`src/fflba_pkg.sv`:
```
package fflba_pkg;

	localparam int POOL_SLOTS = 64;
	localparam int SLOT_W     = (POOL_SLOTS > 1) ? $clog2(POOL_SLOTS) : 1;
	localparam int CNT_W      = $clog2(POOL_SLOTS + 1);
	localparam int OFF_W      = 48;
	localparam int SIZE_W     = 32;
	localparam int STEP_W     = 16;
	localparam int REUSE_W    = 16;

	typedef logic [SLOT_W-1:0]  idx_t;
	typedef logic [CNT_W-1:0]   cnt_t;
	typedef logic [OFF_W-1:0]   off_t;
	typedef logic [SIZE_W-1:0]  size_t;
	typedef logic [STEP_W-1:0]  step_t;
	typedef logic [REUSE_W-1:0] reuse_t;
	typedef logic [5:0]         slot_id_t;
	typedef logic [6:0]         used_t;
	typedef logic [1:0]         status_t;

	localparam logic REQ_ALLOC = 1'b0;
	localparam logic REQ_CLEAR = 1'b1;

	localparam status_t ST_REUSE = 2'd0;
	localparam status_t ST_NEW   = 2'd1;
	localparam status_t ST_FAIL  = 2'd2;
	localparam status_t ST_CLEAR = 2'd3;

	localparam reuse_t REUSE_MAX = '1;

	typedef struct packed {
		logic  req_type;
		step_t lifetime_start;
		step_t lifetime_last;
		size_t size_bytes;
	} req_t;

	typedef struct packed {
		status_t  status;
		slot_id_t slot_id;
		off_t     slot_offset;
		used_t    slots_used;
		off_t     total_bytes;
		reuse_t   reuse_total;
	} rsp_t;

	typedef struct packed {
		off_t  base;
		size_t size;
		step_t free_after;
	} entry_t;

	typedef struct packed {
		logic hit;
		logic ovf;
		off_t end_next;
	} fit_t;

endpackage

```
`src/fflba_fit.sv`:
```
module fflba_fit (
	input  fflba_pkg::entry_t entry,
	input  fflba_pkg::step_t  start_step,
	input  fflba_pkg::size_t  size,
	input  fflba_pkg::off_t   end_offset,
	output fflba_pkg::fit_t   fit
);

	logic [fflba_pkg::OFF_W:0] sum;

	assign sum = {1'b0, end_offset} + (fflba_pkg::OFF_W + 1)'(size);

	assign fit.hit      = (entry.free_after < start_step) && (entry.size >= size);
	assign fit.ovf      = sum[fflba_pkg::OFF_W];
	assign fit.end_next = sum[fflba_pkg::OFF_W-1:0];

endmodule

```
`config.mk`:
```
export PLATFORM = sky130hd
export DESIGN_NAME = fflba_fit
export DESIGN_NICKNAME = d
export VERILOG_FILES = /design/src/fflba_pkg.sv /design/src/fflba_fit.sv
export SDC_FILE = /design/constraint.sdc
export NUM_CORES = 1
export LEC_CHECK = 0
export ABC_CLOCK_PERIOD_IN_PS = 6300
export BUFFER_PORTS_ARGS = -buffer_cell sky130_fd_sc_hd__buf_4
export CAP_MARGIN = 25
export CELL_PAD_IN_SITES_DETAIL_PLACEMENT = 1
export CELL_PAD_IN_SITES_GLOBAL_PLACEMENT = 2
export CORE_MARGIN = 1.5
export CORE_UTILIZATION = 22
export DETAILED_ROUTE_END_ITERATION = 16
export PLACE_DENSITY_LB_ADDON = 0.25
export SYNTH_ARGS = -nofsm -noshare
export SYNTH_HDL_FRONTEND = slang
export SYNTH_SLANG_ARGS = --single-unit
```
`constraint.sdc`:
```
create_clock -name vclk -period 6.3
set_input_delay 0.315 -clock vclk [all_inputs]
set_output_delay 0.315 -clock vclk [all_outputs]
set_load 0.1 [all_outputs]
```
# ---- After elaboration in Yosys (flattened, before gate mapping)
# Index checks and enable logic that the tools add are counted.
# W data, S select, Z words.
dict set report word_totals {
  ff_bits 0
  out_inout_bits 50
  latchBits 0
  in_bits 192
  ram_bits 0
  wordCells 4
  n_memories 0
  romBits 0
}
dict set report op_classes {
  n_mul 0
  bitwise 0
  reduce_logical 1
  shift 0
  div_mod_pow 0
  mux 0
  n_lt_le_gt_ge 2
  n_eq_ne 0
  add_sub_neg 1
}
# op count
set ops {}
lappend ops {{$add A48 B32 Y49} 1}
lappend ops {{$ge A32 B32 Y1} 1}
lappend ops {{$lt A16 B16 Y1} 1}
lappend ops {{$logic_and A1 B1 Y1} 1}

# ---- Longest topological paths before layout
dict set report depth {
  ltp_word 2
  mapped_depth 10
  depth_no_buf 10
}

# ---- Worst setup path before layout
# Ideal clock, no wire load.
dict set report synth_path {
  kind {input port to output port}
  from {input port size[13]}
  to {output port fit[48] in the netlist's numbering}
  t_required_ps 5985
  path_buffers 0
  path_stages 8
  t_arrival_ps 4971
  slack_ps 1014
  path_cell_list {ha_1 -> a21oi_1 -> nand2_1 -> a31oi_1 -> or4_4 -> o21ai_4 -> a211oi_4 -> nor4b_1}
}
# element line_no
set synth_lines {}
lappend synth_lines {{start: declaration} fflba_fit.sv:4} ;# input fflba_pkg::size_t size,
lappend synth_lines {{end: declaration} fflba_fit.sv:6} ;# output fflba_pkg::fit_t fit

==> out/results.md <==
| Step | Metric | This run |
|---|---|---|
| cells and area | Syn-to-layout area delta | 52.9% |
| global route | Number of global-route vias before repair | 4,095 |
| sta | Tcrit/Tclk final | 59.0% |
| setup path | Critical path required time | 5.98 ns |
| clocking | Buffers inserted by post-CTS timing repair | 0 |
| sta | Worst path setup slack after routing | 2.58 ns |
| route | Initial DRC count | 79 |
| clocking | Number of buffers added to fix hold violations after cts | 0 |
| global route | Wire length of the first global-routing pass | 19,100 um |
| sta | Count of final hold-check violations | 0 |
| synth | Number of instances in the synthesized netlist | 432 |
| power and ir drop | Cell Int Power | 0.237 mW |
| setup path | Kind of launch point of the worst setup path | input pin |
| global route | Overflow left after global routing | 0 |
| global route | Global Route Usage Sum | 15.2% |
| floorplanning | Vertical die dimension | 123 um |
| global route | Maximum number of pins on one net before global-route repair | 11 |
| hold path | Instance count along the most critical hold path | 3 |
| cells and area | Most common cell after layout, fill and taps aside | buf_4 |
| power and ir drop | Worst ir drop on vdd | 0.0990 mV |
| route | Via-to-Cell Ratio | 4.80 |
| cells and area | Number of nets in the finished design | 895 |
| route | Drt wl/cell | 15.0 um |
| setup path | Arrival time at the worst endpoint | 3.40 ns |
| global route | Initial antenna violation count | 0 |
| cells and area | Ratio of cells with drive above 1 in the final layout | 33.0% |
| route | Via count of the routed design | 3,843 |
| synth | Seq/Total Area, Yosys | 0% |
| sta | Worst hold-check slack | 1.00 ns |
| job | Maximum Capacitance Violations | 0 |
| route | Antenna violation net count after detailed routing | 0 |
| synth | Mean area per synthesized cell | 7.28 um2 |
| setup path | Startpoint of the worst setup timing path | size[0] |
| sta | Final max-slew violation count | 0 |
| route | Drc violations | 0 |
| floorplanning | Placement row count | 43 |
| sta | Final TNS setup | 0 ns |
| cells and area | Final antenna diode count | 0 |
| route | First-pass iteration count of the detailed router | 4 |
| sta | Tmin final | 3.72 ns |
| hold path | Type of the tightest min-delay check | in -> out |
| floorplanning | Floorplan die width | 123 um |
| sta | RSZ-0062 raised after global routing | false |
| synth | Netlist area before placement | 3140 um2 |
| floorplanning | Initial Utilization | 22.6% |
| synth | Top cell type's share of synthesized area | 31.4% |
| power and ir drop | Leak | 2.62 nW |
| setup path | Endpoint class of the critical path | output port |
| cells and area | Sequential cells | 0 |
| sta | Worst slew margin relative to its limit | 53.0% |
| route | Total Wirelength | 12,000 um |
| sta | Highest Clock Rate | 269 MHz |
| power and ir drop | Sequential Power Share | 0% |
| setup path | Crit-path max FO | 9 |
| sta | Count of endpoints failing setup in the final report | 0 |
| power and ir drop | Relative contribution of the clock network to total power | 0% |
| cells and area | Sequential cell area | 0 um2 |
| floorplanning | Area of the core region | 13,900 um2 |
| placement | Worst setup slack after placement | 2.55 ns |
| run status | Status | complete, no violations |
| cells and area | Count of clock-net buffers in the final layout | 0 |
| power and ir drop | PwrDens | 174 nW/um2 |
| clocking | Post-CTS Resized | 0 |
| synth | Total number of yosys warnings | 0 |
| synth | Cell type with the largest total area after synthesis | ha_1 |
| synth | Cell types with the largest area share after synthesis | ha_1 (31%), a21oi_1 (7.3%), xor2_1 (6.7%), a21o_1 (6.2%), inv_1 (5.8%) |
| synth | Number of nets produced by synthesis | 704 |
| power and ir drop | Part of the power in combinational logic | 100.0% |
| floorplanning | I/O pin count | 242 |
| cells and area | Final Core Density | 34.5% |
| placement | Dpl hpwl | 11,100 um |
| floorplanning | DIE AREA | 15,000 um2 |
| cells and area | Commonest cells after routing, fill and taps aside | buf_4 (194), ha_1 (79), inv_1 (49) |
| power and ir drop | Fraction of power spent switching nets | 71.6% |
| synth | Number of distinct library cell variants in the gate-level netlist after synthesis | 51 |
| cells and area | Final-layout fill cell count | 1,739 |
| placement | Total of buffers placed on input and output ports | 194 |
| setup path | Category of the most critical setup path | in -> out |
| power and ir drop | Switching power of the nets | 0.598 mW |
| setup path | Worst setup path end | fit[36] |
| sta | Worst Tran Pin Value | 0.687 ns |
| placement | GP Congestion | 0.801 |
| cells and area | Area of the multi-input gates | 2940 um2 |
[stage by stage]
stage | cells | total power, mW | cell area (um2)
6_report | 801 | 0.834 | 4810
4_1_cts | 801 | 0.843 | 4810
3_5_place_dp | 801 | 0.840 | 4810
2_1_floorplan | 432 | 0.615 | 3140
5_1_grt | 801 | 0.885 | 4810
3_3_place_gp | 801 | 0.833 | 4810
[how the worst min path moves through the flow]
stage	start	to	slack (ns)
final	end_offset[34]	fit[34]	1.00
after global routing	end_offset[34]	fit[34]	1.01
after CTS	end_offset[47]	fit[47]	1.00
after detailed placement	end_offset[47]	fit[47]	1.00
after global placement	end_offset[47]	fit[47]	1.0
after floorplan	end_offset[45]	fit[48]	1.06
[cell families after synthesis]
family / Yosys count / synth area share, %
AOI/OAI and AO/OA: 133 / 28.4
and+or+nand+nor: 121 / 20.8
xor gates and xnor gates: 44 / 12.3
adders and majority gates: 80 / 32.1
buffers and inverters: 54 / 6.45
[power by group through the flow]
| stage | Combinational (mW) | Sequential (mW) | Clock (mW) |
|---|---|---|---|
| 2_1_floorplan | 0.615 | 0 | 0 |
| 3_3_place_gp | 0.833 | 0 | 0 |
| 3_5_place_dp | 0.840 | 0 | 0 |
| 4_1_cts | 0.843 | 0 | 0 |
| 5_1_grt | 0.885 | 0 | 0 |
| 6_report | 0.834 | 0 | 0 |
[worst max-delay path, cell delays in order]
cell	delay, ns
buf_4	0.11
ha_1	0.22
fa_1	0.41
a21oi_1	0.24
o21a_1	0.18
a21boi_1	0.18
a21oi_1	0.41
o21ai_4	0.16
a211oi_4	0.55
nand3b_1	0.19
xnor2_1	0.12
buf_4	0.31
[synth_stat cells (7+ instances only)]
library cell / instances
ha_1: 79
inv_1: 49
a21oi_1: 46
nand2_1: 28
a21o_1: 26
nor2_1: 24
xor2_1: 24
xnor2_1: 20
o21ai_0: 17
nand4_1: 13
nor3_1: 12
and3_1: 7
nand2b_1: 7
[layout make-up]
| cell class | count | share of cell area, % |
|---|---|---|
| Inverter | 49 | 3.83 |
| Multi-Input combinational cell | 378 | 61.2 |
| Tap cell | 180 | 4.69 |
| Timing Repair Buffer | 194 | 30.3 |
[layer usage]
layer	GRT usage, %	wire, um
met5	0	0
met4	0.291	21
met3	1.86	703
met2	30.1	6270
met1	18.4	5010
Power figures use the tool's default switching activity.
